**src/rtl/core/pcd_pkg.sv**
```systemverilog
// Package with the shared types, codes and fixed-point helpers of the taper curve mapper.
`default_nettype none
package pcd_pkg;

  localparam int LOG_FRAC = 16;
  localparam int LW = 24;
  localparam int VW = 40;
  localparam int NW = 18;

  typedef enum logic [1:0] {
    MODE_LOG    = 2'd0,
    MODE_SQUARE = 2'd1,
    MODE_FOURTH = 2'd2,
    MODE_LINEAR = 2'd3
  } curve_mode_t;

  typedef enum logic [1:0] {
    REG_MODE  = 2'd0,
    REG_MIN   = 2'd1,
    REG_MAX   = 2'd2,
    REG_ROUND = 2'd3
  } reg_index_t;

  typedef struct packed {
    curve_mode_t        mode;
    logic signed [31:0] rmin;
    logic signed [31:0] rmax;
    logic               rnd;
  } cfg_t;

  typedef struct packed {
    logic                 valid;
    logic signed [LW-1:0] lval;
    logic signed [VW-1:0] vlin;
  } front_out_t;

  function automatic logic signed [63:0] shr_rnd(input logic signed [63:0] x,
                                                 input int unsigned s);
    logic       neg;
    logic [63:0] a;
    neg = x[63];
    a = neg ? 64'(-x) : 64'(x);
    a = (a + (64'd1 << (s - 1))) >> s;
    return neg ? -$signed(a) : $signed(a);
  endfunction

  function automatic logic [63:0] isqrt64(input logic [63:0] x);
    logic [63:0] r;
    logic [63:0] b;
    logic [63:0] xv;
    r = 64'd0;
    b = 64'd1 << 62;
    xv = x;
    for (int i = 0; i < 32; i++) begin
      if (xv >= r + b) begin
        xv = xv - (r + b);
        r = (r >> 1) + b;
      end else begin
        r = r >> 1;
      end
      b = b >> 2;
    end
    return r;
  endfunction

  function automatic logic [31:0] exp_factor(input int j);
    logic [63:0] c;
    c = isqrt64(64'd2 << 60);
    for (int i = 0; i < 16; i++) begin
      if (i < j) begin
        c = isqrt64(c << 30);
      end
    end
    return c[31:0];
  endfunction

endpackage
`default_nettype wire

```
**src/rtl/core/pcd_log_unit.sv**
```systemverilog
// Iterative base-two logarithm of the range limits, recomputed after reset and limit writes.
`default_nettype none
module pcd_log_unit
  import pcd_pkg::*;
#(
  parameter int FRAC_BITS = 16
) (
  input  wire logic                 clk,
  input  wire logic                 rst,
  input  wire logic                 restart,
  input  wire logic signed [31:0]   rmin,
  input  wire logic signed [31:0]   rmax,
  output logic                      busy,
  output logic signed [LW-1:0]      lmin,
  output logic signed [LW-1:0]      lmax
);

  typedef enum logic [2:0] {
    ST_IDLE = 3'b001,
    ST_NORM = 3'b010,
    ST_SQ   = 3'b100
  } state_t;

  state_t      state;
  logic        sel;
  logic [3:0]  cnt;
  logic [31:0] m;
  logic [15:0] frac;
  logic [4:0]  pos;

  logic [31:0]        x;
  logic [4:0]         lead;
  logic [63:0]        sq;
  logic [32:0]        m2;
  logic [15:0]        frac_next;
  logic signed [7:0]  pexp;
  logic signed [LW-1:0] res;

  always_comb begin
    x = sel ? rmax : rmin;
    lead = 5'd0;
    for (int i = 0; i < 31; i++) begin
      if (x[i]) begin
        lead = 5'(i);
      end
    end
    sq = m * m;
    m2 = sq[63:31];
    frac_next = frac;
    if (m2[32]) begin
      frac_next[cnt] = 1'b1;
    end
    pexp = $signed({3'b000, pos}) - 8'(FRAC_BITS);
    res = {pexp, frac_next};
  end

  assign busy = (state != ST_IDLE);

  always_ff @(posedge clk) begin
    if (rst) begin
      state <= ST_NORM;
      sel <= 1'b0;
      cnt <= 4'd0;
    end else if (restart) begin
      state <= ST_NORM;
      sel <= 1'b0;
    end else begin
      case (state)
        ST_IDLE: begin
          state <= ST_IDLE;
        end
        ST_NORM: begin
          pos <= lead;
          m <= {1'b0, x[30:0]} << (5'd31 - lead);
          frac <= 16'd0;
          cnt <= 4'd15;
          state <= ST_SQ;
        end
        ST_SQ: begin
          m <= m2[32] ? m2[32:1] : m2[31:0];
          frac <= frac_next;
          cnt <= cnt - 4'd1;
          if (cnt == 4'd0) begin
            if (sel) begin
              lmax <= res;
              state <= ST_IDLE;
            end else begin
              lmin <= res;
              sel <= 1'b1;
              state <= ST_NORM;
            end
          end
        end
        default: begin
          state <= ST_IDLE;
        end
      endcase
    end
  end

endmodule
`default_nettype wire

```
**config.mk**
```make
export PLATFORM = sky130hd
export DESIGN_NAME = pcd_log_unit
export DESIGN_NICKNAME = d
export VERILOG_FILES = /design/src/rtl/core/pcd_pkg.sv /design/src/rtl/core/pcd_log_unit.sv
export SDC_FILE = /design/constraint.sdc
export NUM_CORES = 2
export LEC_CHECK = 0
export BUFFER_PORTS_ARGS = -buffer_cell sky130_fd_sc_hd__clkbuf_2
export CAP_MARGIN = 10
export CELL_PAD_IN_SITES_DETAIL_PLACEMENT = 0
export CELL_PAD_IN_SITES_GLOBAL_PLACEMENT = 1
export CORE_MARGIN = 8
export CORE_UTILIZATION = 56
export DETAILED_ROUTE_END_ITERATION = 16
export PLACE_DENSITY = 0.95
export RECOVER_POWER = 100
export SETUP_SLACK_MARGIN = 0.4
export SLEW_MARGIN = 20
export SYNTH_ARGS = -nofsm -noshare
export SYNTH_HDL_FRONTEND = slang
export SYNTH_SLANG_ARGS = --single-unit
```
**constraint.sdc**
```tcl
create_clock -name clk -period 18.1 [get_ports clk]
set_clock_uncertainty 0.15 [all_clocks]
set_input_delay 2.715 -clock clk [delete_from_list [all_inputs] [get_ports clk]]
set_output_delay 2.715 -clock clk [all_outputs]
set_load 0.01 [all_outputs]
```
==> results.toml <==
[critical_path]
worstSetupEndpointType = "flop"
path_common_cell = "fa_1"
cp.arrival_ps = 13030
crit_type = "flop to flop"
required_ps = 18040
rr_worst_depth = 26
reg2reg_from = "m[16]$_DFFE_PP_"
rr_endpoint = "frac[8]$_SDFFCE_PN0P_"
path_max_fanout = 40
cp_num_buf_inv = 5
r2r_setup_slack_ps = 5020
max_stage_delay_ps = 1520
cp-start-kind = "flop"
cp_top_family = "adder cells"
cp_slowest_cell = "clkbuf_1"

[timing]
hold_violations = 0
drv_slew = 187
grt_setup_unrepaired = "no"
slew_headroom_pct = -77.3
setup_viol = 0
fin_crit_ps = 13080
fin_crit_sh_pct = 72.3
finalSetupTns_ps = 0
fmax_mhz = 76.4
hold_ws_ps = 297
tightest_slew_ps = 2660

[clocking]
cts_hold_buf = 0
cts_tree = "built"
path_clk_slew_ps = 80
cts.sinks = 103
ctsResizeCount = 0
root_buffer = "clkbuf_16"
clock_path_buffers = 2
htreeDepth = 3
cts_made_buffers = 9
clock_latency_ps = 350
cts_setup_buffers = 0

[final_layout]
final_layout_size_suffix_gt1_share_pct = 4.95
area_growth_syn_to_layout_pct = 4.15
nNetsFinal = 4914

[synthesis]
synthMostInstantiatedCell = "inv_1"
synth_top_family_by_area = "adder cells"
syn-num-nets = 4903
ys_seq_area_share_pct = 8.46
synthTopCellsByCount = "984 x inv_1, 791 x fa_1, 337 x nand2_1"
synth_xor_area_share_pct = 1.97
syn_avg_cell_area_um2 = 9.52
yosys-top-cells-area = "fa_1 44%, ha_1 11%, inv_1 10%, edfxtp_1 8.0%, and2_1 4.3%"
yosysWarnings = 0
synth-edff-count = 95
muxShareOfSynthArea_pct = 2.71
synthArstFlopShare_pct = 0
synth_area_um2 = 35600
yosys.area.top_type_share_pct = 44.5
synth-compound-area-share_pct = 8.01
yosys.cell_types.count = 93
synthAdderAreaFrac_pct = 55.2
syn-instance-count = 3741
netlist.top_cell.by_area = "fa_1"
ys.flop_type = "edfxtp_1"
ys_ff_latch = 103
synth-simple-area-share_pct = 11.4

[worst_hold_path]
hold-path-endpoint = "lmin[18]$_DFFE_PP_"
min_from = "pos[2]$_DFFE_PP_"
hp-class = "flop to flop"
hold_depth = 0

[detailed_routing]
wl_met2_um = 45800
drc = 0
dr_wl_met3_um = 5960
via_per_inst = 5.54
wl_per_cell_um = 19.3
wl_met1_um = 34100
num_vias = 25498
first_pass_iters = 5
dr.max_layer_used = "met4"
drt_iter0_markers = 1684
drt_wl_total_um = 88700
antenna_left = 0

[global_route]
grt-ovfl-total = 0
grt_pass1_vias = 27730
grt_max_degree = 72
track_usage_pct = 25.4
grt_pass1_wl_um = 145000
antenna_found_initial = 0

[floorplanning]
die_area_um2 = 71900
row_count = 92
chipHeight_um = 268
ios = 116
initial_core_util_pct = 56.5
coreArea_um2 = 63000
die-width_um = 268

[placement]
hpwl_um = 70000
io_buffers = 113
gp_congestion = 0.919

[job]
drv_cap = 5

[outcome]
outcome = "finished, violations left"
violations = "max-capacitance violations, max-slew violations"
==> logic make-up (layout without fill, tap and decap cells) <==
family | Yosys count | after routing
AOI/OAI and AO/OA | 415 | 415
xor gates and xnor gates | 80 | 80
adders and majority gates | 1095 | 1095
buffers and inverters | 1142 | 1158
DFF | 103 | 103
muxes | 88 | 88
other | 0 | 1
and+or+nand+nor | 818 | 818
==> layer usage <==
metal,GRT usage (%),vias up
li1,-,11446
met1,31.8,12985
met2,46.0,860
met3,3.38,207
met4,7.12,0
met5,0,-
==> area by class of cell <==
cell class              count  area (um^2)
repair buffers            155          795
diodes                      1         2.50
multi-input cells        2496        28200
inverters                 987         3700
clock buffers               9          225
flip-flops and latches    103         3010
well taps                 846         1060
fillers                  5398        25900
clock inverters             7         72.6
==> sequential cells by signal, indices dropped and copies added, names as in the netlist <==
name   cells
lmax      21
frac      16
m         32
lmin      21
pos        5
state      3
cnt        4
sel        1
==> cells in the final DEF, fill, tap and decap left out, drive strengths merged, types with 24 or more instances in the layout <==
cell type	Yosys	routed
mux2	24	24
mux2i	62	62
nand2	338	338
and2	247	247
o211ai	25	25
edfxtp	95	95
a21o	41	41
inv	986	991
a21oi	103	103
xnor2	39	39
buf	33	36
xor2	41	41
ha	304	304
o21ai	72	72
clkbuf	122	128
fa	791	791
nor3	24	24
nor2	97	97
==> how the worst max path moves through the flow <==
stage / startpoint / end / slack [ps] / cells past startpoint
floorplan: m[2]$_DFFE_PP_ / m[22]$_DFFE_PP_ / 10030 / 27
global placement: m[16]$_DFFE_PP_ / m[22]$_DFFE_PP_ / 8290 / 25
detailed placement: m[16]$_DFFE_PP_ / m[22]$_DFFE_PP_ / 8220 / 25
CTS: m[16]$_DFFE_PP_ / m[22]$_DFFE_PP_ / 8190 / 25
global route: m[16]$_DFFE_PP_ / frac[8]$_SDFFCE_PN0P_ / 4590 / 26
finish: m[16]$_DFFE_PP_ / frac[8]$_SDFFCE_PN0P_ / 5020 / 26
==> worst register-to-register path, delay by kind of cell, from the launching register on <==
kind,cells,cell delay [ps]
buffers and inverters,5,4310
AO/OA/AOI/OAI,5,2030
adder cells (fa/ha/maj),9,4350
multiplexers,1,180
flip-flops,1,320
AND/OR/NAND/NOR,6,1480
==> per-stage QoR <==
stage                     instance area, um^2  utilization (%)  setup WS, ps  instances
after global routing                    37100             58.9          4590       4603
after detailed placement                36900             58.6          8220       4587
final                                   37100             58.9          5020       4604
after floorplan                         35600                -         10030       3741
after global placement                  36900             58.6          8290       4587
after CTS                               37200             59.0          8190       4603
Power is left out: the tool's default activity adds up to more than one toggle a clock period on the data nets, which glitch-free logic cannot reach.
