**src/rtl/core/pcd_pkg.sv**
```systemverilog
// Package with the shared types, codes and fixed-point helpers of the taper curve mapper.
`default_nettype none
package pcd_pkg;

  localparam int LOG_FRAC = 16;
  localparam int LW = 24;
  localparam int VW = 40;
  localparam int NW = 18;

  typedef enum logic [1:0] {
    MODE_LOG    = 2'd0,
    MODE_SQUARE = 2'd1,
    MODE_FOURTH = 2'd2,
    MODE_LINEAR = 2'd3
  } curve_mode_t;

  typedef enum logic [1:0] {
    REG_MODE  = 2'd0,
    REG_MIN   = 2'd1,
    REG_MAX   = 2'd2,
    REG_ROUND = 2'd3
  } reg_index_t;

  typedef struct packed {
    curve_mode_t        mode;
    logic signed [31:0] rmin;
    logic signed [31:0] rmax;
    logic               rnd;
  } cfg_t;

  typedef struct packed {
    logic                 valid;
    logic signed [LW-1:0] lval;
    logic signed [VW-1:0] vlin;
  } front_out_t;

  function automatic logic signed [63:0] shr_rnd(input logic signed [63:0] x,
                                                 input int unsigned s);
    logic       neg;
    logic [63:0] a;
    neg = x[63];
    a = neg ? 64'(-x) : 64'(x);
    a = (a + (64'd1 << (s - 1))) >> s;
    return neg ? -$signed(a) : $signed(a);
  endfunction

  function automatic logic [63:0] isqrt64(input logic [63:0] x);
    logic [63:0] r;
    logic [63:0] b;
    logic [63:0] xv;
    r = 64'd0;
    b = 64'd1 << 62;
    xv = x;
    for (int i = 0; i < 32; i++) begin
      if (xv >= r + b) begin
        xv = xv - (r + b);
        r = (r >> 1) + b;
      end else begin
        r = r >> 1;
      end
      b = b >> 2;
    end
    return r;
  endfunction

  function automatic logic [31:0] exp_factor(input int j);
    logic [63:0] c;
    c = isqrt64(64'd2 << 60);
    for (int i = 0; i < 16; i++) begin
      if (i < j) begin
        c = isqrt64(c << 30);
      end
    end
    return c[31:0];
  endfunction

endpackage
`default_nettype wire

```
**src/rtl/core/pcd_front.sv**
```systemverilog
// Front pipeline: clamp, powers of the position, log interpolation and the polynomial tapers.
`default_nettype none
module pcd_front
  import pcd_pkg::*;
#(
  parameter int FRAC_BITS = 16
) (
  input  wire logic                 clk,
  input  wire logic                 rst,
  input  wire logic                 in_valid,
  input  wire logic signed [17:0]   norm_in,
  input  wire cfg_t                 cfg,
  input  wire logic signed [LW-1:0] lmin,
  input  wire logic signed [LW-1:0] lmax,
  output front_out_t                fo
);

  localparam logic [31:0] ONE = 32'd1 << FRAC_BITS;
  localparam logic [63:0] HALF = 64'd1 << (FRAC_BITS - 1);

  logic [4:0] vld;

  logic [NW-1:0] n0, n1, n2s, n2, n3, n4s;
  logic signed [43:0]   lp1;
  logic signed [LW-1:0] l2, l3, l4;
  logic signed [51:0]   prod3;
  logic signed [VW-1:0] vlin4;

  logic [NW-1:0]        n_clamp;
  logic [35:0]          sq_a;
  logic [35:0]          sq_b;
  logic signed [LW:0]   ldiff;
  logic signed [32:0]   diff;
  logic [NW-1:0]        shape;
  logic signed [63:0]   lsum;
  logic signed [63:0]   vsum;

  always_comb begin
    if (norm_in[17]) begin
      n_clamp = '0;
    end else if ({14'd0, norm_in} > ONE) begin
      n_clamp = ONE[NW-1:0];
    end else begin
      n_clamp = norm_in[NW-1:0];
    end
    sq_a = n0 * n0;
    sq_b = n2s * n2s;
    ldiff = (LW+1)'(lmax) - (LW+1)'(lmin);
    diff = 33'(cfg.rmax) - 33'(cfg.rmin);
    case (cfg.mode)
      MODE_SQUARE: shape = n2;
      MODE_FOURTH: shape = n4s;
      default:     shape = n3;
    endcase
    lsum = 64'(lmin) + shr_rnd(64'(lp1), FRAC_BITS);
    vsum = 64'(cfg.rmin) + shr_rnd(64'(prod3), FRAC_BITS);
  end

  always_ff @(posedge clk) begin
    if (rst) begin
      vld <= '0;
    end else begin
      vld <= {vld[3:0], in_valid};
    end
    n0 <= n_clamp;
    n1 <= n0;
    n2s <= NW'((64'(sq_a) + HALF) >> FRAC_BITS);
    lp1 <= ldiff * $signed({1'b0, n0});
    n2 <= n2s;
    n3 <= n1;
    n4s <= NW'((64'(sq_b) + HALF) >> FRAC_BITS);
    l2 <= LW'(lsum);
    prod3 <= diff * $signed({1'b0, shape});
    l3 <= l2;
    vlin4 <= VW'(vsum);
    l4 <= l3;
  end

  assign fo.valid = vld[4];
  assign fo.lval = l4;
  assign fo.vlin = vlin4;

endmodule
`default_nettype wire

```
**config.mk**
```make
export PLATFORM = sky130hd
export DESIGN_NAME = pcd_front
export DESIGN_NICKNAME = d
export VERILOG_FILES = /design/src/rtl/core/pcd_pkg.sv /design/src/rtl/core/pcd_front.sv
export SDC_FILE = /design/constraint.sdc
export NUM_CORES = 2
export LEC_CHECK = 0
export ABC_CLOCK_PERIOD_IN_PS = 10300
export BUFFER_PORTS_ARGS = -buffer_cell sky130_fd_sc_hd__buf_2
export CORE_UTILIZATION = 35
export DETAILED_ROUTE_END_ITERATION = 6
export MAX_ROUTING_LAYER = met4
export PLACE_DENSITY = 0.57
export SETUP_SLACK_MARGIN = 0.05
export SLEW_MARGIN = 20
export SYNTH_ARGS = -nofsm -noshare
export SYNTH_HDL_FRONTEND = slang
export SYNTH_SLANG_ARGS = --single-unit
export TNS_END_PERCENT = 100
```
**constraint.sdc**
```tcl
create_clock -name clk -period 10.3 [get_ports clk]
set_input_delay 0 -clock clk [delete_from_list [all_inputs] [get_ports clk]]
set_output_delay 0 -clock clk [all_outputs]
set_load 0.005 [all_outputs]
```
==> summary.md <==
| Metric | Value |
|---|---|
| Outcome | `finished, violations left` |
| Failing checks | `design-rule violations` |
| Via count | `52800` |
| Largest net degree at the start of global routing | `65` |
| Synthesized area | `70100 µm²` |
| Yosys cell types | `104` |
| Detailed-routing wirelength on met1 | `82000 µm` |
| DRT Pass-1 Iters | `7` |
| Overall Power | `18.7 mW` |
| Post-synth EDFFs | `0` |
| Compound-Gate Fraction of Synth Area | `7.62%` |
| Period minus WS final | `9.73 ns` |
| Period utilisation layout | `94.5%` |
| Setup TNS | `0 ns` |
| Main combinational cell family by area after synthesis | `adder cells` |
| CTS Root Buffer Type | `clkbuf_16` |
| Final setup fails | `0` |
| Xor/xnor share of the synthesized area | `5.50%` |
| Flops & latches, synth | `315` |
| Worst EP arrival | `10.24 ns` |
| Ys async rst share | `0%` |
| DRT Wirelength | `188000 µm` |
| WL met3 | `9640 µm` |
| Crit Path Max Fanout | `6` |
| Most used cell, CP | `fa_1` |
| Worst-margin pin slew | `1.14 ns` |
| Clock Tree Buf Depth | `3` |
| Skew-Pair Late Insertion Delay | `0.63 ns` |
| Multiplexer share of the synthesized area | `0.261%` |
| Post-route DRC | `3` |
| Top Layer Used | `met4` |
| Antenna violations before repair | `2` |
| Met2 Routed Length | `91600 µm` |
| Die Ht | `450 µm` |
| Synth Instances | `7964` |
| Startpoint types | `input port` |
| Vias per cell | `4.85` |
| Core ar. | `198000 µm²` |
| Vias in the first global route | `57000` |
| Gr ovfl total | `0` |
| Seq/Total Area, Yosys | `8.99%` |
| Ys flop type | `dfxtp_1` |
| Post-synth top area share | `40.1%` |
| Count of warnings emitted by yosys | `0` |
| Fmax | `103 MHz` |
| Routed length per instance | `17.3 µm` |
| Rows | `163` |
| Fin. Hold Viols | `0` |
| CTS tree | `done` |
| Adder-Cell Fraction of Synth Area | `51.0%` |
| TritonCTS buffer count | `41` |
| Slew Limit Fails | `0` |
| Final std cells w/o fill | `10900` |
| Hold/Removal Path Class | `in -> reg` |
| Top cells by area, synth | `fa_1 40%, ha_1 11%, inv_1 10%, dfxtp_1 9.0%, nand2_1 4.3%` |
| Area delta synth->final | `10.2%` |
| Starting Density | `35.4%` |
| Clk pin slew, worst setup/hold paths | `0.06 ns` |
| Cells after DPL | `10700` |
| Req. time, crit path | `10.81 ns` |
| Simple-gate area share of the yosys netlist | `14.7%` |
| Port bufs | `199` |
| RSZ-0062 raised after global routing | `false` |
| Maxcap violations | `0` |
| H-tree Lvls | `2` |
| Synth area leader | `fa_1` |
| Syn Nets | `10100` |
| Per-instance average area after synthesis | `8.80 µm²` |
| Critical path's slowest cell | `a2111oi_0` |
| Setup Skew | `0.0221 ns` |
| Final HPWL DP | `154000 µm` |
| First-pass GRT wire length | `308000 µm` |
| Nets@finish | `10400` |
| Worst IR Drop VDD | `0.204 mV` |
| Die Width | `450 µm` |
| Post-DRT Antenna Nets | `0` |
| Lkg Pwr | `39.9 nW` |
| Fillers | `20100` |
| Largest stage delay on the critical path | `0.69 ns` |
| Clk sinks | `315` |
| Slew headroom | `23.8%` |
| CP Capture Type | `flip-flop` |
| Layout cells sized above 1 | `6.65%` |
| Final estimated routing congestion in global placement | `0.906` |
| Final cell utilization of the core | `39.0%` |
| PwrDens | `243 nW/µm²` |
| Ports | `201` |
| Global Route Usage Sum | `19.6%` |
| Initial DRC Count | `2709` |
| Worst Path Class, Setup | `in -> reg` |
| Die ar. | `202000 µm²` |
| Hold slack | `0.0589 ns` |
## synth_stat cells, types with 28 or more instances
cell / n
xor2_1: 127
a21o_1: 101
and2_1: 330
nand3_1: 68
xnor2_1: 308
o31ai_1: 29
o21bai_1: 31
ha_1: 609
nand2b_1: 66
fa_1: 1406
clkbuf_1: 240
nand4_1: 28
and3_1: 35
nor3_1: 85
or3_1: 28
nor2_1: 534
o21ai_0: 127
inv_1: 1939
nand2_1: 805
a21oi_1: 196
nor2b_1: 60
a31oi_1: 30
dfxtp_1: 315
o21a_1: 54
## per-stage QoR
| step | setup WS [ns] | area (µm²) |
|---|---|---|
| finish | 0.571 | 77300 |
| global route | 0.0227 | 77300 |
| CTS | 0.128 | 77100 |
| detailed placement | 0.0240 | 74600 |
| global placement | 0.153 | 74600 |
| floorplan | 1.24 | 70100 |
## flip-flops by register name (all words and copies together) (netlist names)
| register | cells |
|---|---|
| prod3 | 52 |
| lp1 | 41 |
| vlin4 | 40 |
| l2 | 24 |
| l3 | 24 |
| l4 | 24 |
| n2 | 18 |
| n2s | 18 |
| n4s | 18 |
| n0 | 17 |
| n1 | 17 |
| n3 | 17 |
| vld | 5 |
## what timing repair did
action | CTS | global route
hold endpoints to repair | 84 | 0
hold buffers | 115 | 0
buffers inserted | 0 | 0
setup endpoints to repair | 0 | 13
resized for setup | 0 | 24
## cell usage in the layout, fill, tap and decap left out, drive strengths merged, types with 55 or more instances in the layout
| cell | netlist | routed |
|---|---|---|
| inv | 1939 | 1942 |
| fa | 1406 | 1406 |
| nand2 | 805 | 805 |
| ha | 609 | 609 |
| nor2 | 534 | 534 |
| buf | 28 | 354 |
| and2 | 332 | 332 |
| dfxtp | 315 | 315 |
| xnor2 | 309 | 309 |
| a21oi | 197 | 197 |
| o21ai | 145 | 145 |
| xor2 | 129 | 129 |
| dlygate4sd3 | 0 | 115 |
| a21o | 101 | 101 |
| nor3 | 88 | 88 |
| nand3 | 69 | 69 |
| nand2b | 66 | 66 |
| nor2b | 60 | 60 |
| clkbuf | 240 | 56 |
| o21a | 55 | 55 |
## routing by layer
metal | vias to the layer above | track usage (%)
met4 | 0 | 4.96
met2 | 1296 | 33.1
met3 | 214 | 2.07
met1 | 26700 | 25.0
li1 | 24500 | -
met5 | - | -
## cell families after synthesis
family                     count (synthesis)
adders and majority gates               2015
DFF                                      315
AOI/OAI and AO/OA                        789
and+or+nand+nor                         2179
buffers and inverters                   2211
muxes                                     17
xor gates and xnor gates                 438
## worst paths after layout
kind                                from        end  slack [ns]  depth (start not counted)
worst max-delay path             cfg[33]  prod3[51]        0.57                         39
worst min-delay path            lmin[17]     l2[17]        0.06                          4
worst max register to register    n4s[2]  prod3[51]        1.75                         28
worst min register to register     l3[3]      l4[3]        0.32                          0
## area by class of cell
type	count	area (µm²)	share of cell area, %
antenna	3	7.51	0.00972
clock buffer	56	1170	1.52
clock inverter	20	178	0.230
inverter	1943	7290	9.44
multi-input combinational	5438	55600	72.0
sequential	315	6320	8.18
tap	2640	3300	4.28
timing repair buffer	469	3350	4.33
## power by group
part	internal [mW]	switching (mW)	total, mW
logic	6.46	8.54	15.0
clock network	0.833	0.616	1.45
registers	1.87	0.422	2.29
total	9.16	9.58	18.7
## worst max-delay path: cells and delay by family
family | cells | cell delay [ns]
adders and majority gates | 9 | 4.09
AOI/OAI and AO/OA | 17 | 4.00
and+or+nand+nor | 3 | 0.31
buffers and inverters | 8 | 1.33
xor gates and xnor gates | 2 | 0.52
No activity file was read; power rests on OpenSTA's default activity.
