`config.mk`:
```
export PLATFORM = sky130hd
export DESIGN_NAME = pcd_back
export DESIGN_NICKNAME = d
export VERILOG_FILES = /design/src/rtl/core/pcd_pkg.sv /design/src/rtl/core/pcd_back.sv
export SDC_FILE = /design/constraint.sdc
export NUM_CORES = 1
export LEC_CHECK = 0
export BUFFER_PORTS_ARGS = -buffer_cell sky130_fd_sc_hd__buf_2
export CAP_MARGIN = 20
export CORE_MARGIN = 3
export CORE_UTILIZATION = 61
export CTS_CLUSTER_DIAMETER = 50
export DETAILED_ROUTE_END_ITERATION = 8
export PLACE_DENSITY = 0.88
export REMOVE_ABC_BUFFERS = 1
export SLEW_MARGIN = 20
export SYNTH_ARGS = -nofsm -noshare
export SYNTH_HDL_FRONTEND = slang
export SYNTH_SLANG_ARGS = --single-unit
```
`constraint.sdc`:
```
create_clock -name clk -period 13 [get_ports clk]
set_clock_uncertainty 0.2 [all_clocks]
set_input_delay 1.3 -clock clk [delete_from_list [all_inputs] [get_ports clk]]
set_output_delay 1.3 -clock clk [all_outputs]
set_load 0.005 [all_outputs]
```
`src/rtl/core/pcd_pkg.sv`:
```
// Package with the shared types, codes and fixed-point helpers of the taper curve mapper.
`default_nettype none
package pcd_pkg;

  localparam int LOG_FRAC = 16;
  localparam int LW = 24;
  localparam int VW = 40;
  localparam int NW = 18;

  typedef enum logic [1:0] {
    MODE_LOG    = 2'd0,
    MODE_SQUARE = 2'd1,
    MODE_FOURTH = 2'd2,
    MODE_LINEAR = 2'd3
  } curve_mode_t;

  typedef enum logic [1:0] {
    REG_MODE  = 2'd0,
    REG_MIN   = 2'd1,
    REG_MAX   = 2'd2,
    REG_ROUND = 2'd3
  } reg_index_t;

  typedef struct packed {
    curve_mode_t        mode;
    logic signed [31:0] rmin;
    logic signed [31:0] rmax;
    logic               rnd;
  } cfg_t;

  typedef struct packed {
    logic                 valid;
    logic signed [LW-1:0] lval;
    logic signed [VW-1:0] vlin;
  } front_out_t;

  function automatic logic signed [63:0] shr_rnd(input logic signed [63:0] x,
                                                 input int unsigned s);
    logic       neg;
    logic [63:0] a;
    neg = x[63];
    a = neg ? 64'(-x) : 64'(x);
    a = (a + (64'd1 << (s - 1))) >> s;
    return neg ? -$signed(a) : $signed(a);
  endfunction

  function automatic logic [63:0] isqrt64(input logic [63:0] x);
    logic [63:0] r;
    logic [63:0] b;
    logic [63:0] xv;
    r = 64'd0;
    b = 64'd1 << 62;
    xv = x;
    for (int i = 0; i < 32; i++) begin
      if (xv >= r + b) begin
        xv = xv - (r + b);
        r = (r >> 1) + b;
      end else begin
        r = r >> 1;
      end
      b = b >> 2;
    end
    return r;
  endfunction

  function automatic logic [31:0] exp_factor(input int j);
    logic [63:0] c;
    c = isqrt64(64'd2 << 60);
    for (int i = 0; i < 16; i++) begin
      if (i < j) begin
        c = isqrt64(c << 30);
      end
    end
    return c[31:0];
  endfunction

endpackage
`default_nettype wire

```
`src/rtl/core/pcd_back.sv`:
```
// Back pipeline: curve selection, optional rounding to whole numbers and the final range clamp.
`default_nettype none
module pcd_back
  import pcd_pkg::*;
#(
  parameter int FRAC_BITS = 16
) (
  input  wire logic                 clk,
  input  wire logic                 rst,
  input  wire cfg_t                 cfg,
  input  wire logic                 in_valid,
  input  wire logic [31:0]          vlog,
  input  wire logic signed [VW-1:0] vlin,
  output logic                      done,
  output logic signed [31:0]        value_out
);

  logic                 v1;
  logic signed [VW-1:0] val1;
  logic                 bad;
  logic signed [VW-1:0] sel;
  logic signed [63:0]   rnd;
  logic signed [VW-1:0] clamped;

  always_comb begin
    bad = (cfg.rmin <= 32'sd0) || (cfg.rmax <= 32'sd0);
    if (cfg.mode == MODE_LOG) begin
      sel = bad ? VW'(cfg.rmin) : VW'({1'b0, vlog});
    end else begin
      sel = vlin;
    end
    rnd = shr_rnd(64'(sel), FRAC_BITS) <<< FRAC_BITS;
    clamped = val1;
    if (clamped < VW'(cfg.rmin)) begin
      clamped = VW'(cfg.rmin);
    end
    if (clamped > VW'(cfg.rmax)) begin
      clamped = VW'(cfg.rmax);
    end
  end

  always_ff @(posedge clk) begin
    if (rst) begin
      v1 <= 1'b0;
      done <= 1'b0;
    end else begin
      v1 <= in_valid;
      done <= v1;
    end
    val1 <= cfg.rnd ? VW'(rnd) : sel;
    value_out <= clamped[31:0];
  end

endmodule
`default_nettype wire

```
==> results.txt, run 1 <==
largest net degree at the start of global routing - 63
asr flop ratio synth - 0%
Power Internal - 677 uW
CTS Buf Count - 9
vias in the first global route - 8240
worst vdd ir - 69.7 uV
TritonCTS clock tree - done
clock slew at reported path FFs - 0.06 ns
Synth warnings - 0
RSZ-0062 raised after global routing - no
Mapped Cells - 1066
First-pass DRT Iterations - 5
Fin. Hold Viols - 0
sequential element share of the synthesized area - 18.0%
initial drt markers - 1001
Clk Latency, worst-skew pair - 0.36 ns
multiplexer area fraction after synthesis - 11.1%
element type at the critical path end - flip-flop
MaxCap Viol Count - 0
outcome - complete, no violations
core area - 12900 um^2
sw frac - 37.8%
Top cell by count, worst path - nand4_1
DRT Wirelength - 26.7 mm
post-DP HPWL - 19.7 mm
Worst EP arrival - 7.97 ns
antenna violations before repair - 2
port bufs - 174
number of remaining DRC errors - 0
P_sw - 412 uW
Setup Buffers After CTS - 0
Worst EP required - 13.08 ns
PD cells - 115 nW/um^2
HP Class - flip-flop to flip-flop
Synth Area in Simple Gates - 22.5%
via count - 8943
Die Ht - 122 um
setup_tns - 0 ns
CP max-delay cell - or4b_1
CP Buf/Inv Count - 3
CP Launch Type - primary input
die area - 15000 um^2
fin crit share - 60.7%
CP max FO - 26
Clock power frac - 24.1%
hold_buf cts - 0
Worst slew margin - 31.6%
Post-synth EDFFs - 0
Post-Synth Adder-Cell Area - 12.3%
area grow syn2layout - 14.8%
GRT overflow - 0
combinational power share - 47.7%
CP Class - primary input to flip-flop
DRT antenna net count - 0
Tmin final - 7.89 ns
layout cells sized above 1 - 25.9%
setup violators final - 0
largest delay contributor family on the critical path - simple AND/OR/NAND/NOR gates
ys flop type - dfxtp_1
wire length per cell - 19.3 um
Max H-tree Level - 3
Yosys reg bits - 74
reg-to-reg slack, setup - 5.96 ns
max incr delay on CP - 0.58 ns
Leakage - 4.30 nW
Initial Util - 63.8%
fmax - 127 MHz
Mapped Area - 8250 um^2
synthesized area per cell - 7.74 um^2
post-cts sizing count - 0
Via density - 6.49
Synth Area in XOR/XNOR - 5.29%
IO Count - 175
GP Congestion - 0.995
Synth cell types - 83
count of pins over their slew limit - 0
num rows - 41
actual slew at the worst max-slew pin - 1.02 ns
post-route insts no fill - 1379
Final nets - 1423
CTS max path bufs - 2
root buffer cell - clkbuf_16
Placed Instances - 1361
largest family of logic cells by synthesized area - compound AO/OA/AOI/OAI gates
all-layer global routing usage - 34.9%
CTS Sinks - 74
floorplan die width - 122 um
footprint of the multi-input gates - 6220 um^2
first-pass GRT wire length - 41.8 mm
Seq. cell area - 1480 um^2
compound-gate portion of the synthesized area - 23.6%
# fillers - 1020
register share of total power - 28.3%
[cells in the mapped netlist, drive strengths merged (11+ instances only)]
cell type | count | area, um^2
nand2b | 19 | 119
nor4 | 25 | 190
a31o | 13 | 114
a21o | 16 | 123
ha | 81 | 1010
inv | 75 | 282
mux2 | 69 | 785
buf | 32 | 205
o22ai | 11 | 87.6
nand4 | 36 | 231
clkbuf | 31 | 116
xor2 | 14 | 123
xnor2 | 35 | 314
nand2 | 64 | 240
dfxtp | 74 | 1480
nor3 | 28 | 145
a31oi | 32 | 206
nor2 | 88 | 330
a21oi | 79 | 399
o21ai | 57 | 289
nand3 | 22 | 115
nor2b | 26 | 163
mux2i | 13 | 130
[through the flow]
stage	power, mW	utilization, %	instance area [um^2]	hold slack, ns	worst slack (ns)
final	1.09	73.3	9470	0.243	5.11
after global routing	1.15	73.3	9470	0.263	4.69
after CTS	1.08	73.2	9470	0.247	5.24
after detailed placement	0.806	70.8	9160	0.234	4.91
after global placement	0.790	70.8	9160	0.227	5.10
after floorplan	0.646	-	7930	0.214	3.21
[per-layer routing]
metal	global-route usage, %	up-vias	share of wire, %
met2	56.5	542	45
li1	-	4216	-
met5	0	-	0
met4	15.0	0	3.8
met3	4.79	84	9.6
met1	46.5	4101	41
[power by group through the flow]
| stage | sequential [mW] | combinational, mW | clock (mW) |
|---|---|---|---|
| after CTS | 0.307 | 0.508 | 0.262 |
| after detailed placement | 0.312 | 0.495 | 0 |
| after global placement | 0.310 | 0.481 | 0 |
| after floorplan | 0.316 | 0.330 | 0 |
| final | 0.308 | 0.519 | 0.262 |
| after global routing | 0.313 | 0.566 | 0.269 |
[path summary, 6_finish.rpt]
kind	from	to	depth (start not counted)
max	cfg[55]	val1[37]$_DFF_P_	25
min	v1$_SDFF_PP0_	done$_SDFF_PP0_	1
max reg2reg	val1[1]$_SDFF_PP0_	value_out[3]$_DFF_P_	34
min reg2reg	v1$_SDFF_PP0_	done$_SDFF_PP0_	1
[final cells by class]
cell class | count | area share, %
Inverter | 75 | 2.97
Clock buffer | 9 | 2.38
Sequential cell | 74 | 15.6
Multi-Input combinational cell | 854 | 65.6
Clock inverter | 7 | 0.885
Antenna cell | 2 | 0.0528
Timing Repair Buffer | 186 | 10.1
Tap cell | 172 | 2.27
[sequential cells by signal, indices dropped and copies added (netlist names)]
register   count
val1          40
value_out     32
done           1
v1             1
[placed cells by master (no fill, tap or decap), types with 31 or more instances in the layout]
master     n
a21oi_1   77
inv_1     75
mux2_2    67
a31oi_1   31
nand4_1   35
nand2_1   64
o21ai_0   54
ha_1      81
buf_2    174
nor2_1    87
dfxtp_1   74
xnor2_1   34
[cell families (layout without fill, tap and decap cells)]
group	Yosys count	after routing
buffers and inverters	138	277
xor gates and xnor gates	49	49
other	0	2
muxes	82	82
AOI/OAI and AO/OA	292	292
and+or+nand+nor	350	350
adders and majority gates	81	81
DFF	74	74
No activity file was read; power rests on OpenSTA's default activity.
==> run 2: changes to the inputs <==
--- a/config.mk
+++ b/config.mk
@@ -8,10 +8,10 @@
 export BUFFER_PORTS_ARGS = -buffer_cell sky130_fd_sc_hd__buf_2
 export CAP_MARGIN = 20
 export CORE_MARGIN = 3
-export CORE_UTILIZATION = 61
+export CORE_UTILIZATION = 51
 export CTS_CLUSTER_DIAMETER = 50
 export DETAILED_ROUTE_END_ITERATION = 8
-export PLACE_DENSITY = 0.88
+export PLACE_DENSITY = 0.78
 export REMOVE_ABC_BUFFERS = 1
 export SLEW_MARGIN = 20
 export SYNTH_ARGS = -nofsm -noshare
==> constraint.sdc (replaced) <==
create_clock -name clk -period 6.5 [get_ports clk]
set_clock_uncertainty 0.2 [all_clocks]
set_input_delay 0.65 -clock clk [delete_from_list [all_inputs] [get_ports clk]]
set_output_delay 0.65 -clock clk [all_outputs]
set_load 0.005 [all_outputs]
==> run 2 against run 1 <==
Power rose by 110%. Sequential power rose by 100%. Critical endpoint unchanged. Setup slack got worse by 4.8 ns. Wire length rose by 2.3%. Register-to-register slack got worse by 5.4 ns. Die area rose by 19%. Clock power rose by 100%.
==> results.txt, run 2 (synthesis results as in run 1) <==
actual slew at the worst max-slew pin - 0.765 ns (was 1.02 ns)
CTS Buf Count - 9 (unchanged)
setup violators final - 0 (unchanged)
combinational power share - 49.6% (was 47.7%)
fmax - 163 MHz
Worst slew margin - 48.4% (was 31.6%)
footprint of the multi-input gates - 6280 um^2 (was 6220 um^2)
PD cells - 221 nW/um^2 (was 115 nW/um^2)
IO Count - 175 (unchanged)
post-DP HPWL - 21.4 mm (was 19.7 mm)
CP Buf/Inv Count - 4 (was 3)
CP max-delay cell - or4b_1 (unchanged)
HP Class - flip-flop to flip-flop (unchanged)
First-pass DRT Iterations - 5 (unchanged)
CP Launch Type - primary input (unchanged)
port bufs - 174 (unchanged)
all-layer global routing usage - 29.2% (was 34.9%)
Top cell by count, worst path - nand4_1 (unchanged)
Power Internal - 1.48 mW (was 677 uW)
first-pass GRT wire length - 42.6 mm (was 41.8 mm)
Tmin final - 6.15 ns
P_sw - 809 uW (was 412 uW)
worst vdd ir - 163 uV (was 69.7 uV)
CTS max path bufs - 2 (unchanged)
largest delay contributor family on the critical path - simple AND/OR/NAND/NOR gates (unchanged)
MaxCap Viol Count - 0 (unchanged)
core area - 15500 um^2 (was 12900 um^2)
element type at the critical path end - flip-flop (unchanged)
Final nets - 1518 (was 1423)
floorplan die width - 133 um (was 122 um)
Die Ht - 133 um (was 122 um)
Clock power frac - 23.3% (was 24.1%)
Max H-tree Level - 3 (unchanged)
RSZ-0062 raised after global routing - no (unchanged)
clock slew at reported path FFs - 0.05 ns (was 0.06 ns)
Biggest register - val1 (unchanged)
hold slack - 0.249 ns (was 0.243 ns)
Via density - 6.02 (was 6.49)
hold_buf cts - 0 (unchanged)
Worst EP required - 6.57 ns (was 13.08 ns)
# fillers - 1250 (was 1020)
TritonCTS clock tree - done (unchanged)
cell area after layout - 10400 um^2 (was 9470 um^2)
CP max FO - 22 (was 26)
num rows - 45 (was 41)
GP Congestion - 1.01 (was 0.995)
root buffer cell - clkbuf_16 (unchanged)
biggest regs - val1 (40), value_out (32) (unchanged)
Seq. cell area - 1480 um^2 (unchanged)
Leakage - 4.80 nW (was 4.30 nW)
Fin. Hold Viols - 0 (unchanged)
number of remaining DRC errors - 0 (unchanged)
wire length per cell - 18.0 um (was 19.3 um)
CTS Sinks - 74 (unchanged)
Worst EP arrival - 6.22 ns (was 7.97 ns)
outcome - complete, no violations (unchanged)
count of pins over their slew limit - 0 (unchanged)
layout cells sized above 1 - 31.9% (was 25.9%)
Core Util, Final - 66.8% (was 73.3%)
DRT antenna net count - 0 (unchanged)
CP Class - primary input to flip-flop (unchanged)
Clk Latency, worst-skew pair - 0.34 ns (was 0.36 ns)
most frequent cells in the layout - buf_2 (174), buf_4 (100), nor2_1 (87) (was buf_2 (174), nor2_1 (87), ha_1 (81))
max incr delay on CP - 0.52 ns (was 0.58 ns)
vias in the first global route - 8417 (was 8240)
register share of total power - 27.1% (was 28.3%)
fin crit share - 94.7%
Initial Util - 53.1% (was 63.8%)
Setup Buffers After CTS - 0 (unchanged)
area grow syn2layout - 25.8% (was 14.8%)
Placed Instances - 1493 (was 1361)
antenna violations before repair - 3 (was 2)
post-route insts no fill - 1514 (was 1379)
most common cell after layout, fill and taps aside - buf_2 (unchanged)
initial drt markers - 767 (was 1001)
Post-DP Area - 9940 um^2 (was 9160 um^2)
GRT overflow - 0 (unchanged)
DRT Wirelength - 27.3 mm (was 26.7 mm)
die area - 17700 um^2 (was 15000 um^2)
largest net degree at the start of global routing - 63 (unchanged)
via count - 9116 (was 8943)
number of flip-flops in the largest register - 40 (unchanged)
sw frac - 35.3% (was 37.8%)
==> run 2: cell count changes in the layout (fill, tap and decap cells not counted), sizes merged <==
cell and delta:
buf +94, clkbuf +4, inv -4, bufinv +1, clkinv -1, clkinvlp +1, diode +1
==> run 2: area by class of cell <==
| type | count | area share (%) |
|---|---|---|
| multi-input combinational | 854 | 60.5 |
| timing repair buffer | 281 | 16.8 |
| sequential | 74 | 14.3 |
| inverter | 75 | 2.71 |
| tap | 211 | 2.54 |
| clock buffer | 12 | 2.37 |
| clock inverter | 4 | 0.723 |
| antenna | 3 | 0.0723 |
==> run 2: path summary, 6_finish.rpt <==
path | start | end | slack [ns] | cells after the start
max | cfg[3] | val1[37]$_DFF_P_ | 0.35 | 26
min | v1$_SDFF_PP0_ | done$_SDFF_PP0_ | 0.25 | 1
max reg2reg | val1[1]$_SDFF_PP0_ | value_out[29]$_DFF_P_ | 0.52 | 32
min reg2reg | v1$_SDFF_PP0_ | done$_SDFF_PP0_ | 0.25 | 1
==> run 2: per-stage QoR <==
step                      setup TNS, ns  setup slack [ns]  power, mW
after floorplan                  -91.33             -2.64       1.29
final                                 0             0.347       2.29
after global placement                0             0.125       1.66
after detailed placement          -1.96           -0.0711       1.69
after global routing                  0           0.00569       2.43
after CTS                             0             0.150       2.23
==> run 2: repair_timing <==
action | 4_1_cts | 5_1_grt
endpoints found under the setup margin | 0 | 38
gates resized for setup | 0 | 21
endpoints found under the hold margin | 0 | 0
==> run 2: per-layer routing <==
layer | routed length [um] | track usage [%]
met5 | 0 | 0
met4 | 957 | 11.5
met3 | 2200 | 2.91
met2 | 12300 | 47.1
met1 | 11800 | 40.2
==> run 2: power by group through the flow <==
stage / clock network, mW / registers [mW] / logic (mW)
after detailed placement: 0 / 0.629 / 1.06
after floorplan: 0 / 0.631 / 0.661
after CTS: 0.537 / 0.620 / 1.07
final: 0.534 / 0.622 / 1.14
after global routing: 0.559 / 0.632 / 1.24
after global placement: 0 / 0.630 / 1.03
==> run 3: changes to the inputs <==
--- a/config.mk
+++ b/config.mk
@@ -7,13 +7,14 @@
 export LEC_CHECK = 0
 export BUFFER_PORTS_ARGS = -buffer_cell sky130_fd_sc_hd__buf_2
 export CAP_MARGIN = 20
+export CORE_ASPECT_RATIO = 1.4
 export CORE_MARGIN = 3
-export CORE_UTILIZATION = 51
+export CORE_UTILIZATION = 35
 export CTS_CLUSTER_DIAMETER = 50
 export DETAILED_ROUTE_END_ITERATION = 8
-export PLACE_DENSITY = 0.78
 export REMOVE_ABC_BUFFERS = 1
 export SLEW_MARGIN = 20
 export SYNTH_ARGS = -nofsm -noshare
 export SYNTH_HDL_FRONTEND = slang
 export SYNTH_SLANG_ARGS = --single-unit
+export TNS_END_PERCENT = 100
==> run 3 against run 2 <==
Via count fell by 0.59%. Power rose by 3.7%. Setup slack got worse by 0.075 ns. Critical endpoint is now value_out[6]$_DFF_P_. Hold slack got worse by 0.011 ns. Final area rose by 3.4%. Wire length rose by 12%. Sequential cell count did not move. Die area rose by 44%. First-iteration DRC count fell by 34%. Fmax fell by 1.2%. Core utilization fell by 20 points. Global-route usage fell by 6.4 points.
==> results.txt, run 3 (synthesis results as in run 1) <==
Clock power frac - 23.1% (was 23.3%)
Biggest register - val1 (unchanged)
P_sw - 858 uW (was 809 uW)
antenna violations before repair - 1 (was 3)
clock slew at reported path FFs - 0.06 ns (was 0.05 ns)
post-DP HPWL - 24.7 mm (was 21.4 mm)
area grow syn2layout - 30.1% (was 25.8%)
port bufs - 174 (unchanged)
Tmin final - 6.23 ns (was 6.15 ns)
Die Ht - 188 um (was 133 um)
HP Class - flip-flop to flip-flop (unchanged)
via count - 9062 (was 9116)
most frequent cells in the layout - buf_2 (174), buf_4 (121), nor2_1 (87) (was buf_2 (174), buf_4 (100), nor2_1 (87))
Seq. cell area - 1480 um^2 (unchanged)
# fillers - 2325 (was 1250)
core area - 22900 um^2 (was 15500 um^2)
layout cells sized above 1 - 33.3% (was 31.9%)
ANT cells - 0 (was 3)
PD cells - 221 nW/um^2 (about the same)
element type at the critical path end - flip-flop (unchanged)
Placed Instances - 1591 (was 1493)
Leakage - 4.95 nW (was 4.80 nW)
setup_tns - 0 ns (unchanged)
Initial Util - 36.1% (was 53.1%)
TritonCTS clock tree - done (unchanged)
number of flip-flops in the largest register - 40 (unchanged)
vias in the first global route - 8812 (was 8417)
MaxCap Viol Count - 0 (unchanged)
number of remaining DRC errors - 0 (unchanged)
count of pins over their slew limit - 0 (unchanged)
die area - 25500 um^2 (was 17700 um^2)
IO Count - 175 (unchanged)
sw frac - 36.1% (was 35.3%)
Fin. Hold Viols - 0 (unchanged)
CP Class - primary input to flip-flop (unchanged)
setup violators final - 0 (unchanged)
num rows - 65 (was 45)
root buffer cell - clkbuf_16 (unchanged)
Worst slew margin - 37.0% (was 48.4%)
fmax - 161 MHz (was 163 MHz)
CP max FO - 11 (was 22)
Final nets - 1542 (was 1518)
largest net degree at the start of global routing - 63 (unchanged)
initial drt markers - 503 (was 767)
wire length per cell - 18.7 um (was 18.0 um)
CP max-delay cell - mux2_4 (was or4b_1)
footprint of the multi-input gates - 6280 um^2 (about the same)
all-layer global routing usage - 22.8% (was 29.2%)
GRT overflow - 0 (unchanged)
Power Internal - 1.52 mW (was 1.48 mW)
outcome - complete, no violations (unchanged)
Clk Latency, worst-skew pair - 0.35 ns (was 0.34 ns)
actual slew at the worst max-slew pin - 0.933 ns (was 0.765 ns)
Via density - 5.58 (was 6.02)
max incr delay on CP - 0.35 ns (was 0.52 ns)
reg-to-reg slack, setup - 0.41 ns (was 0.52 ns)
CTS Sinks - 74 (unchanged)
CP Launch Type - primary input (unchanged)
CTS max path bufs - 2 (unchanged)
worst vdd ir - 144 uV (was 163 uV)
total power after layout - 2.38 mW (was 2.29 mW)
register share of total power - 26.9% (was 27.1%)
biggest regs - val1 (40), value_out (32) (unchanged)
GP Congestion - 0.928 (was 1.01)
first-pass GRT wire length - 46.1 mm (was 42.6 mm)
Max H-tree Level - 3 (unchanged)
hold_buf cts - 0 (unchanged)
floorplan die width - 136 um (was 133 um)
DRT antenna net count - 0 (unchanged)
fin crit share - 95.8% (was 94.7%)
most common cell after layout, fill and taps aside - buf_2 (unchanged)
Worst EP arrival - 6.26 ns (was 6.22 ns)
post-route insts no fill - 1625 (was 1514)
CTS Buf Count - 9 (unchanged)
DRT Wirelength - 30.4 mm (was 27.3 mm)
Worst EP required - 6.53 ns (was 6.57 ns)
First-pass DRT Iterations - 5 (unchanged)
combinational power share - 50.0% (was 49.6%)
-- run 3: metal layers --
layer	vias to the layer above	share of wire (%)	global-route usage (%)	wire (um)
met5	-	0.043	0	13
met4	2	5.3	11.0	1620
met3	99	5.4	2.31	1650
met2	330	49	40.4	14900
met1	4173	40	27.2	12200
li1	4458	-	-	-
-- run 3: worst max-delay path, delay by kind of cell --
kind	cells	cell delay [ns]
AO/OA/AOI/OAI	19	3.10
XOR/XNOR	1	0.11
multiplexers	2	0.68
buffers and inverters	3	0.45
AND/OR/NAND/NOR	8	0.70
adder cells (fa/ha/maj)	2	0.57
-- run 3: final cells by class --
| class | count | area share [%] |
|---|---|---|
| clock buffers | 9 | 2.10 |
| clock inverters | 7 | 0.944 |
| inverters | 75 | 2.62 |
| multi-input cells | 854 | 58.6 |
| flip-flops and latches | 74 | 13.8 |
| well taps | 301 | 3.51 |
| repair buffers | 305 | 18.5 |
-- run 3: stage by stage --
| stage | hold WS, ns | setup slack, ns | area (um^2) | util, % |
|---|---|---|---|---|
| finish | 0.238 | 0.272 | 10700 | 47.0 |
| detailed placement | 0.228 | -0.175 | 10200 | 44.4 |
| floorplan | 0.214 | -2.64 | 7930 | - |
| global route | 0.256 | -0.102 | 10700 | 47.0 |
| CTS | 0.241 | 0.176 | 10500 | 45.8 |
| global placement | 0.218 | -0.232 | 10200 | 44.4 |
-- run 3: what timing repair did --
item                                   4_1_cts  5_1_grt
resized for setup                            0       20
endpoints found under the hold margin        0        0
setup endpoints to repair                    0       47
setup buffers                                0       16
-- run 3: power groups by stage --
stage                     Clock (mW)  Sequential (mW)  Combinational [mW]
final                          0.550            0.639                1.19
after floorplan                    0            0.631               0.661
after detailed placement           0            0.650                1.09
after global placement             0            0.655                1.08
after global routing           0.577            0.648                1.30
after CTS                      0.558            0.641                1.10
-- run 3: path summary, 6_finish.rpt --
| check | from | end | depth (start not counted) |
|---|---|---|---|
| max | cfg[34] | value_out[6]$_DFF_P_ | 35 |
| min | v1$_SDFF_PP0_ | done$_SDFF_PP0_ | 1 |
| max reg2reg | val1[1]$_SDFF_PP0_ | value_out[6]$_DFF_P_ | 33 |
| min reg2reg | v1$_SDFF_PP0_ | done$_SDFF_PP0_ | 1 |
